<file path="config.mk">
export PLATFORM = sky130hd
export DESIGN_NAME = mcrs_ctrl
export DESIGN_NICKNAME = d
export VERILOG_FILES = /design/src/sv/mcrs_pkg.sv /design/src/sv/mcrs_ctrl.sv
export SDC_FILE = /design/constraint.sdc
export NUM_CORES = 1
export LEC_CHECK = 0
export BUFFER_PORTS_ARGS = -buffer_cell sky130_fd_sc_hd__buf_2
export CORE_MARGIN = 1
export CORE_UTILIZATION = 57
export DETAILED_ROUTE_END_ITERATION = 6
export PLACE_DENSITY = 0.87
export SLEW_MARGIN = 20
export SYNTH_ARGS = -nofsm -noshare
export SYNTH_HDL_FRONTEND = slang
export SYNTH_SLANG_ARGS = --single-unit
</file>
<file path="constraint.sdc">
create_clock -name clk -period 8.1 [get_ports clk]
set_input_delay 1.62 -clock clk [delete_from_list [all_inputs] [get_ports clk]]
set_output_delay 1.62 -clock clk [all_outputs]
set_load 0.005 [all_outputs]
</file>
<file path="src/sv/mcrs_pkg.sv">
`default_nettype none

package mcrs_pkg;

    // Store geometry.
    localparam int CAPACITY = 128;
    localparam int IDX_W    = $clog2(CAPACITY);
    localparam int CNT_W    = $clog2(CAPACITY + 1);

    // Field widths on the channels.
    localparam int OP_W    = 2;
    localparam int VALUE_W = 32;
    localparam int OUT_W   = 8;

    // Operation codes.
    localparam logic [OP_W-1:0] OP_INSERT = 2'd0;
    localparam logic [OP_W-1:0] OP_COUNT  = 2'd1;
    localparam logic [OP_W-1:0] OP_REMOVE = 2'd2;

    // Status codes.
    localparam logic ST_OK   = 1'b0;
    localparam logic ST_FULL = 1'b1;

    // Access request from the sequencer to the value memory.
    typedef struct packed {
        logic               we;
        logic [IDX_W-1:0]   waddr;
        logic [VALUE_W-1:0] wdata;
        logic               re;
        logic [IDX_W-1:0]   raddr;
    } mcrs_mem_req_t;

endpackage

`default_nettype wire

</file>
<file path="src/sv/mcrs_ctrl.sv">
`default_nettype none

module mcrs_ctrl
    import mcrs_pkg::*;
(
    input  wire logic                clk,
    input  wire logic                rst_n,
    input  wire logic                in_valid,
    output logic                     in_ready,
    input  wire logic [OP_W-1:0]     in_op,
    input  wire logic [VALUE_W-1:0]  in_value,
    output logic                     out_valid,
    input  wire logic                out_ready,
    output logic [OUT_W-1:0]         out_match,
    output logic [OUT_W-1:0]         out_fill,
    output logic                     out_status,
    output mcrs_mem_req_t            mem_req,
    input  wire logic [VALUE_W-1:0]  mem_rdata
);

    localparam logic [1:0] S_IDLE = 2'd0;
    localparam logic [1:0] S_SCAN = 2'd1;
    localparam logic [1:0] S_MOVE = 2'd2;
    localparam logic [1:0] S_DONE = 2'd3;

    logic [1:0]         state_reg,  state_next;
    logic [OP_W-1:0]    op_reg,     op_next;
    logic [VALUE_W-1:0] value_reg,  value_next;
    logic [IDX_W-1:0]   idx_reg,    idx_next;
    logic [CNT_W-1:0]   cnt_reg,    cnt_next;
    logic [CNT_W-1:0]   match_reg,  match_next;
    logic               status_reg, status_next;

    logic               out_valid_reg, out_valid_next;
    logic [OUT_W-1:0]   out_match_reg, out_match_next;
    logic [OUT_W-1:0]   out_fill_reg,  out_fill_next;
    logic               out_status_reg, out_status_next;

    logic               hit;
    logic [CNT_W-1:0]   idx_ext;
    logic [CNT_W-1:0]   idx_inc;
    logic [CNT_W-1:0]   cnt_m1;
    logic [CNT_W-1:0]   cnt_m2;
    logic               accept;
    logic               out_free;

    // Helpers for the walk over the filled part of the store.
    assign hit      = (mem_rdata == value_reg);
    assign idx_ext  = CNT_W'(idx_reg);
    assign idx_inc  = idx_ext + 1'b1;
    assign cnt_m1   = cnt_reg - 1'b1;
    assign cnt_m2   = cnt_reg - 2'd2;
    assign in_ready = (state_reg == S_IDLE);
    assign accept   = in_valid && in_ready;
    assign out_free = !out_valid_reg || out_ready;

    // Sequencer: read, compare and move entries, with at most one read and one write of the value memory per step.
    always_comb
    begin
        state_next      = state_reg;
        op_next         = op_reg;
        value_next      = value_reg;
        idx_next        = idx_reg;
        cnt_next        = cnt_reg;
        match_next      = match_reg;
        status_next     = status_reg;
        out_valid_next  = out_valid_reg && !out_ready;
        out_match_next  = out_match_reg;
        out_fill_next   = out_fill_reg;
        out_status_next = out_status_reg;
        mem_req         = '0;

        unique case (state_reg)
            S_IDLE:
            begin
                if (accept)
                begin
                    op_next     = in_op;
                    value_next  = in_value;
                    idx_next    = '0;
                    match_next  = '0;
                    status_next = ST_OK;
                    state_next  = S_DONE;
                    case (in_op)
                        OP_INSERT:
                        begin
                            if (cnt_reg < CNT_W'(CAPACITY))
                            begin
                                mem_req.we    = 1'b1;
                                mem_req.waddr = cnt_reg[IDX_W-1:0];
                                mem_req.wdata = in_value;
                                cnt_next      = cnt_reg + 1'b1;
                            end
                            else
                            begin
                                status_next = ST_FULL;
                            end
                        end
                        OP_COUNT, OP_REMOVE:
                        begin
                            if (cnt_reg != '0)
                            begin
                                mem_req.re    = 1'b1;
                                mem_req.raddr = '0;
                                state_next    = S_SCAN;
                            end
                        end
                        default:
                        begin
                            state_next = S_DONE;
                        end
                    endcase
                end
            end
            S_SCAN:
            begin
                // Read data holds the entry at idx_reg.
                if (hit && (op_reg == OP_REMOVE))
                begin
                    mem_req.re    = 1'b1;
                    mem_req.raddr = cnt_m1[IDX_W-1:0];
                    state_next    = S_MOVE;
                end
                else
                begin
                    if (hit)
                    begin
                        match_next = match_reg + 1'b1;
                    end
                    if (idx_inc < cnt_reg)
                    begin
                        idx_next      = idx_inc[IDX_W-1:0];
                        mem_req.re    = 1'b1;
                        mem_req.raddr = idx_inc[IDX_W-1:0];
                    end
                    else
                    begin
                        state_next = S_DONE;
                    end
                end
            end
            S_MOVE:
            begin
                // Read data holds the last entry; it fills the freed slot.
                mem_req.we    = 1'b1;
                mem_req.waddr = idx_reg;
                mem_req.wdata = mem_rdata;
                cnt_next      = cnt_m1;
                match_next    = match_reg + 1'b1;
                if (hit && (idx_ext < cnt_m1))
                begin
                    // The moved entry matches too: fetch the new last entry.
                    mem_req.re    = 1'b1;
                    mem_req.raddr = cnt_m2[IDX_W-1:0];
                end
                else if (!hit && (idx_inc < cnt_m1))
                begin
                    idx_next      = idx_inc[IDX_W-1:0];
                    mem_req.re    = 1'b1;
                    mem_req.raddr = idx_inc[IDX_W-1:0];
                    state_next    = S_SCAN;
                end
                else
                begin
                    state_next = S_DONE;
                end
            end
            S_DONE:
            begin
                if (out_free)
                begin
                    out_valid_next  = 1'b1;
                    out_match_next  = OUT_W'(match_reg);
                    out_fill_next   = OUT_W'(cnt_reg);
                    out_status_next = status_reg;
                    state_next      = S_IDLE;
                end
            end
            default:
            begin
                state_next = S_IDLE;
            end
        endcase
    end

    // Control state.
    always_ff @(posedge clk or negedge rst_n)
    begin
        if (!rst_n)
        begin
            state_reg     <= S_IDLE;
            cnt_reg       <= '0;
            out_valid_reg <= 1'b0;
        end
        else
        begin
            state_reg     <= state_next;
            cnt_reg       <= cnt_next;
            out_valid_reg <= out_valid_next;
        end
    end

    // Working and result payload.
    always_ff @(posedge clk)
    begin
        op_reg         <= op_next;
        value_reg      <= value_next;
        idx_reg        <= idx_next;
        match_reg      <= match_next;
        status_reg     <= status_next;
        out_match_reg  <= out_match_next;
        out_fill_reg   <= out_fill_next;
        out_status_reg <= out_status_next;
    end

    assign out_valid  = out_valid_reg;
    assign out_match  = out_match_reg;
    assign out_fill   = out_fill_reg;
    assign out_status = out_status_reg;

endmodule

`default_nettype wire

</file>
# Yosys cells after proc, flatten, opt, wreduce, memory -nomap -nowiden
# Cells that the tools add are included.
[word_totals]
output_inout_bits = 67
in_bits = 70
word_cells = 95
register_bits = 78
[classes]
n_eq_ne = 17
n_reduce_logical = 21
magnitude_cmp = 4
muxes = 37
addsub = 5
[op_table]
columns = ["operator", "n"]
rows = [
  ["8-bit two-way mux", 12],
  ["40-bit two-way mux", 2],
  ["40-bit case mux with 2 select lines", 1],
  ["48-bit two-way mux", 1],
  ["8-bit case mux with 3 select lines", 2],
  ["7-bit two-way mux", 5],
  ["32-bit == test", 1],
  ["7-bit case mux with 3 select lines", 1],
  ["8-bit by 1-bit adder with 8-bit output, second input constant", 2],
  ["8-bit < comparator", 2],
  ["2-bit two-way mux", 8],
  ["8-bit case mux with 2 select lines", 1],
  ["2-bit inequality test, second input constant", 6],
  ["4-bit AND reduction", 3],
  ["7-bit by 1-bit adder with 8-bit output, second input constant", 1],
  ["2-bit == test, second input constant", 4],
  ["7-bit by 8-bit < comparator with 1-bit output", 1],
  ["8-bit < comparator, second input constant", 1],
  ["2-bit case mux with 4 select lines", 1],
  ["8-bit nonzero test", 1],
  ["8-bit by 1-bit subtractor with 8-bit output, second input constant", 1],
  ["7-bit by 2-bit subtractor with 7-bit output, second input constant", 1],
  ["2-bit by 1-bit inequality test with 1-bit output, second input constant", 3],
  ["6-bit AND reduction", 1],
  ["11 further kinds", 22],
]

# Depth between registers and ports, before layout
# Gate-level depths: netlist (run 1).
[logic_depth]
ltp_word = 6
mapped_depth = 15
depth_no_buf = 12

# Worst setup path before layout (run 1)
# No wires, ideal clock.
[synth_path]
path_type = "in2out"
start = "input port in_valid"
end = "output port mem_req[41] in the netlist's numbering"
cell_stages = 5
t_arrival_ns = 3.470
required_ns = 6.480
path_slack_ns = 3.010
n_path_buf = 2
cell_sequence = "and2_1 > and3_1 > clkbuf_1 > clkbuf_1 > a22o_1"
[synth_rtl]
columns = ["element", "line", "source"]
rows = [
  ["start: declaration", "mcrs_ctrl.sv:8", "input wire logic in_valid,"],
  ["end: declaration", "mcrs_ctrl.sv:17", "output mcrs_mem_req_t mem_req,"],
]

==> results.json, run 1 <==
{
  "grt_setup_unrepaired": "no",
  "ios": 137,
  "setup.worst_path.start_class": "flop",
  "slowest_stage": "a21boi_1",
  "final_common_cell": "buf_2",
  "synth_ff_type": "edfxtp_1",
  "ctsHtreeMaxLevel": 3,
  "areaGrowthSynthToFinish_pct": 19.5,
  "clock_tree.buffer_depth": 2,
  "fin_crit_sh_pct": 72.7,
  "grt_pass1_wl_um": 19700,
  "grt_max_degree": 56,
  "p_leak_nw": 2.48,
  "die-area_um2": 9030,
  "gp_congestion": 0.901,
  "drt_first_pass_iters": 6,
  "diodes": 0,
  "fp.dieH_um": 95.0,
  "fin_cells": 692,
  "start_util_pct": 59.4,
  "track_usage_pct": 29.4,
  "wl_per_cell_um": 18.8,
  "worstPathRequired_ns": 6.48,
  "cts-root-buf": "clkbuf_8",
  "fin_setup_tns_ns": 0,
  "ff2ff_setup_slack_ns": 3.47,
  "post_cts_buffers": 0,
  "totalWireLength_um": 13000,
  "synth_warnings": 0,
  "endpoint": "mem_req[6]",
  "syn-cell-area_um2": 4930,
  "netlist_instances": 454,
  "die_w_um": 95.0,
  "path_cells": "inv_1 > ha_1 > a21boi_1 > xnor2_1 > ha_1 > nand2_1 > a21oi_1 > o21ai_0 > nand4_1 > a21oi_4 > a221o_1 > a32o_1 > buf_2",
  "largest_register_ffs": 32,
  "period_needed_ns": 5.89,
  "rows": 33,
  "worstPathArrival_ns": 4.27,
  "ant_nets": 0,
  "hold_class": "reg2reg",
  "r2r_cells": 11,
  "postCtsHoldBufs": 0,
  "cts_made_buffers": 9,
  "layout-drive-gt1-share_pct": 27.9,
  "fmax_ghz": 0.170,
  "drc": 0,
  "async_reset_ff_share_pct": 14.1,
  "slew_violations": 0,
  "cts_resized": 0,
  "p_per_area_nw_per_um2": 354,
  "slowest_delay_ns": 0.54,
  "crit_path_start": "cnt_reg[1]",
  "path_depth": 13,
  "worst_clock_skew_ns": 0.0161,
  "cts_tree": "built",
  "clock_sinks": 78,
  "grt_pass1_vias": 4021,
  "syn_nets": 553,
  "crit_family": "compound AO/OA/AOI/OAI gates",
  "drt_iter0_drc": 414,
  "antenna_found_initial": 0,
  "vias": 4259,
  "finalSetupViolations": 0,
  "coreArea_um2": 8300,
  "path_max_fanout": 12,
  "grt_overflow_total": 0,
  "placed_cells": 676,
  "worst_pin_slew_ns": 1.11,
  "ir_drop_mv": 0.257,
  "synth_seq_cells": 78,
  "fill_cells": 630,
  "numPortBuffers": 136,
  "cpMostUsedCell": "ha_1",
  "relSlewSlack_pct": 26.1,
  "yosysSeqAreaShare_pct": 46.4,
  "worstSetupPathType": "reg2out",
  "fin_area_um2": 5890,
  "final_cell_mix": "buf_2 (136), edfxtp_1 (67), xnor2_1 (47)",
  "outcome": "completed",
  "nets": 681,
  "drv_cap": 0,
  "path_clk_slew_ns": 0.09,
  "post_synth.cell_area_avg_um2": 10.9,
  "r2r-end": "idx_reg[4]",
  "clock_latency_ns": 0.34,
  "synth_edf_count": 67,
  "synth_cell_types": 56,
  "hpwl_um": 9410,
  "path_buf_inv": 2,
  "r2r-start": "cnt_reg[1]",
  "hold_viol_final": 0,
  "crit_path_end_kind": "primary output",
  "placed_cell_area_um2": 5670,
  "vias_per_cell": 6.15
}
[synthesized netlist by cell type (2+ instances only)]
cell | number | share of area, %
a31oi_1 | 9 | 1.1
edfxtp_1 | 67 | 41
nor3_1 | 8 | 0.81
a2bb2oi_1 | 2 | 0.36
and3_1 | 7 | 0.89
buf_1 | 3 | 0.23
and2_1 | 17 | 2.2
a22o_1 | 38 | 6.7
nand4_1 | 10 | 1.3
nand2_1 | 23 | 1.8
nand2b_1 | 3 | 0.38
o2bb2ai_1 | 3 | 0.53
inv_1 | 23 | 1.8
ha_1 | 29 | 7.4
buf_2 | 2 | 0.20
xor2_1 | 8 | 1.4
clkbuf_1 | 15 | 1.1
o221ai_1 | 2 | 0.36
nand3_1 | 21 | 2.1
nor2b_1 | 4 | 0.51
a21o_1 | 5 | 0.76
xnor2_1 | 47 | 8.3
nor4_1 | 3 | 0.38
dfrtp_1 | 11 | 5.6
nor2_1 | 15 | 1.1
a211o_1 | 2 | 0.36
o211ai_1 | 9 | 1.4
a21oi_1 | 17 | 1.7
a41oi_1 | 2 | 0.36
nor4_2 | 3 | 0.76
o21ai_0 | 17 | 1.7
o211a_1 | 5 | 1.0
[stage by stage]
| stage | total power (W) | hold WS (ns) | utilization [%] | worst slack, ns |
|---|---|---|---|---|
| 6_report | 0.00209 | 0.411 | 71.0 | 2.21 |
| 5_1_grt | 0.00222 | 0.434 | 71.0 | 2.03 |
| 4_1_cts | 0.00207 | 0.413 | 70.9 | 2.32 |
| 3_5_place_dp | 0.00175 | 0.408 | 68.4 | 2.34 |
| 3_3_place_gp | 0.00169 | 0.404 | 68.4 | 2.41 |
| 2_1_floorplan | 0.00140 | 0.400 | - | 3.01 |
[power breakdown]
part | total [W] | internal (W) | switching, W | leakage [nW]
registers | 0.000746 | 0.000613 | 0.000133 | 0.747
clock network | 0.000320 | 0.000173 | 0.000147 | 0.108
logic | 0.00102 | 0.000427 | 0.000593 | 1.63
[cells by family (layout without fill, tap and decap cells)]
logic type	after synthesis	count (layout)	share of synthesized area, %
DFF	78	78	46.4
buffers and inverters	44	177	3.55
muxes	1	1	0.203
and+or+nand+nor	122	122	13.5
adders and majority gates	30	30	7.56
AOI/OAI and AO/OA	124	124	19.0
xor gates and xnor gates	55	55	9.77
[per-layer routing]
metal  wire [µm]  share of wire, %  vias to the layer above  GRT usage (%)
li1            -                 -                     1975              -
met1        5250                40                     2008           37.2
met2        6450                50                      229           48.0
met3         851               6.5                       47           5.66
met4         441               3.4                        0           15.0
met5           0                 0                        -              0
[worst reg2reg max path, stage by stage, from the launching register on]
cell,delay [ns]
dfrtp_1,0.50
inv_1,0.37
ha_1,0.32
a21boi_1,0.55
xnor2_1,0.31
ha_1,0.26
a21o_1,0.14
a31oi_1,0.17
maj3_1,0.27
o221ai_1,0.16
and3_1,0.22
a2111oi_2,0.98
[area by class of cell]
class | instances | area (µm²) | area share (%)
Clock buffer | 10 | 128 | 2.17
Inverter | 23 | 86.3 | 1.47
Clock inverter | 6 | 86.3 | 1.47
Sequential cell | 78 | 2290 | 38.8
Tap cell | 105 | 131 | 2.23
Multi-Input combinational cell | 332 | 2480 | 42.0
Timing Repair Buffer | 138 | 696 | 11.8
[worst min path at each step]
stage                           from         end  depth (start not counted)
after floorplan           status_reg  out_status                          0
after global placement    status_reg  out_status                          0
after detailed placement  status_reg  out_status                          0
after CTS                 status_reg  out_status                          0
after global routing      status_reg  out_status                          0
final                     status_reg  out_status                          0
(Power assumes the default switching activity.)
==> run 2: changes to the inputs <==
--- a/config.mk
+++ b/config.mk
@@ -7,9 +7,9 @@
 export LEC_CHECK = 0
 export BUFFER_PORTS_ARGS = -buffer_cell sky130_fd_sc_hd__buf_2
 export CORE_MARGIN = 1
-export CORE_UTILIZATION = 57
+export CORE_UTILIZATION = 53
 export DETAILED_ROUTE_END_ITERATION = 6
-export PLACE_DENSITY = 0.87
+export PLACE_DENSITY = 0.82
 export SLEW_MARGIN = 20
 export SYNTH_ARGS = -nofsm -noshare
 export SYNTH_HDL_FRONTEND = slang
==> constraint.sdc (replaced) <==
create_clock -name clk -period 6 [get_ports clk]
set_input_delay 1.2 -clock clk [delete_from_list [all_inputs] [get_ports clk]]
set_output_delay 1.2 -clock clk [all_outputs]
set_load 0.005 [all_outputs]
==> run 2 against run 1 <==
- the run now ends with design-rule violations left
- clock power grew 37%
- routed wire length shrank 2.5%
- non-clock buffer count is the same
- highest routed layer unchanged
==> results.json, run 2 (synthesis gave the netlist of run 1 again) <==
{
  "final_common_cell": "buf_2",
  "nets": 681,
  "diodes": 0,
  "die-area_um2": 9700,
  "fill_cells": 668,
  "areaGrowthSynthToFinish_pct": 19.8,
  "outcome": "finished, violations left",
  "violations": "design-rule violations",
  "wl_per_cell_um": 18.2,
  "top_layer": "met4",
  "period_needed_ns": 5.31,
  "hold_class": "reg2reg",
  "clock_latency_ns": 0.35,
  "rows": 34,
  "fp.dieH_um": 98.5,
  "fin_setup_tns_ns": 0,
  "cts_tree": "built",
  "crit_family": "compound AO/OA/AOI/OAI gates",
  "hpwl_um": 9270,
  "r2r_cells": 11,
  "hp-start": "status_reg",
  "path_cells": "inv_1 > ha_1 > a21boi_1 > xnor2_1 > ha_1 > nand2_1 > a21oi_1 > o21ai_0 > nand4_1 > a21oi_4 > a221o_1 > a32o_1 > buf_2",
  "largest_register_ffs": 32,
  "ctsHtreeMaxLevel": 3,
  "track_usage_pct": 26.1,
  "whs_path_depth": 0,
  "cpMostUsedCell": "ha_1",
  "grt_pass1_vias": 4018,
  "slew_violations": 0,
  "drv_cap": 0,
  "hold_viol_final": 0,
  "postCtsHoldBufs": 0,
  "path_clk_slew_ns": 0.09,
  "drt_first_pass_iters": 7,
  "layout-drive-gt1-share_pct": 27.9,
  "grt_setup_unrepaired": "no",
  "ff_latch_area_um2": 2290,
  "slowest_delay_ns": 0.53,
  "gp_congestion": 0.951,
  "p_per_area_nw_per_um2": 478,
  "path_buf_inv": 2,
  "fmax_ghz": 0.188,
  "drc": 9,
  "worstPathArrival_ns": 4.11,
  "vias": 4224,
  "coreArea_um2": 8850,
  "start_util_pct": 55.7,
  "fin_ws_ns": 0.686,
  "die_w_um": 98.5,
  "cts_made_buffers": 9,
  "wl_met1_um": 5250,
  "clock_sinks": 78,
  "totalWireLength_um": 12700,
  "ir_drop_mv": 0.294,
  "numPortBuffers": 136,
  "worst_pin_slew_ns": 1.11,
  "grt_overflow_total": 0,
  "multiInputGateArea_um2": 2480,
  "antenna_found_initial": 0,
  "drt_iter0_drc": 345,
  "worstSetupPathType": "reg2out",
  "slowest_stage": "a21boi_1",
  "setup.worst_path.start_class": "flop",
  "ant_nets": 0,
  "wl_met2_um": 6260,
  "post_cts_buffers": 0,
  "whs_endpoint": "out_status",
  "pre_cts_ws_ns": 1.14,
  "grt_pass1_wl_um": 19900,
  "relSlewSlack_pct": 25.2,
  "finalSetupViolations": 0,
  "final_cell_mix": "buf_2 (136), edfxtp_1 (67), xnor2_1 (47)",
  "cts-root-buf": "clkbuf_8",
  "r2r-end": "idx_reg[4]",
  "worst_clock_skew_ns": 0.0155,
  "dr_wl_met3_um": 902,
  "ff2ff_setup_slack_ns": 1.82,
  "vias_per_cell": 6.08,
  "clock_tree.buffer_depth": 2,
  "cts_resized": 0,
  "p_leak_nw": 2.48,
  "r2r-start": "cnt_reg[1]",
  "ios": 137,
  "path_max_fanout": 12,
  "fin_crit_sh_pct": 88.6,
  "crit_path_end_kind": "primary output",
  "worstPathRequired_ns": 4.80,
  "grt_max_degree": 56
}
-- run 2: layout make-up --
cell class	count	area share (%)
multi-input cells	332	42.0
well taps	108	2.29
repair buffers	138	11.8
flip-flops and latches	78	38.7
clock inverters	6	1.59
clock buffers	10	2.16
inverters	23	1.46
-- run 2: per-stage QoR --
step	total power [W]	area [µm²]	instances	hold slack, ns	utilization (%)
final	0.00283	5910	695	0.442	66.8
after global routing	0.00301	5910	695	0.480	66.8
after CTS	0.00280	5900	695	0.451	66.7
after detailed placement	0.00236	5680	679	0.427	64.2
after global placement	0.00229	5680	679	0.403	64.2
after floorplan	0.00189	4930	454	0.400	-
-- run 2: layer usage --
| metal | up-vias | GRT usage (%) |
|---|---|---|
| met4 | 0 | 7.81 |
| li1 | 1977 | - |
| met2 | 206 | 43.7 |
| met1 | 2011 | 34.6 |
| met5 | - | 0 |
| met3 | 30 | 5.11 |
-- run 2: how the worst max path moves through the flow --
stage | cells after the start | slack, ns | end | start
floorplan | 5 | 1.75 | mem_req[41] | in_valid
global placement | 9 | 1.19 | mem_req[6] | mem_rdata[3]
detailed placement | 9 | 1.14 | mem_req[6] | mem_rdata[14]
CTS | 13 | 0.87 | mem_req[6] | cnt_reg[1]
global route | 13 | 0.55 | mem_req[6] | cnt_reg[1]
finish | 13 | 0.69 | mem_req[6] | cnt_reg[1]
-- run 2: power by group --
group | leakage, nW | switching (W) | internal [W]
Combinational | 1.63 | 0.000802 | 0.000581
Clock | 0.107 | 0.000202 | 0.000238
Sequential | 0.747 | 0.000176 | 0.000828
Total | 2.48 | 0.00118 | 0.00165
-- run 2: worst register-to-register path, stage by stage (launching register included) --
cell       delay, ns
dfrtp_1         0.50
inv_1           0.28
ha_1            0.26
a21boi_1        0.53
xnor2_1         0.33
ha_1            0.27
a21o_1          0.14
a31oi_1         0.16
maj3_1          0.28
o221ai_1        0.15
and3_1          0.23
a2111oi_4       0.67
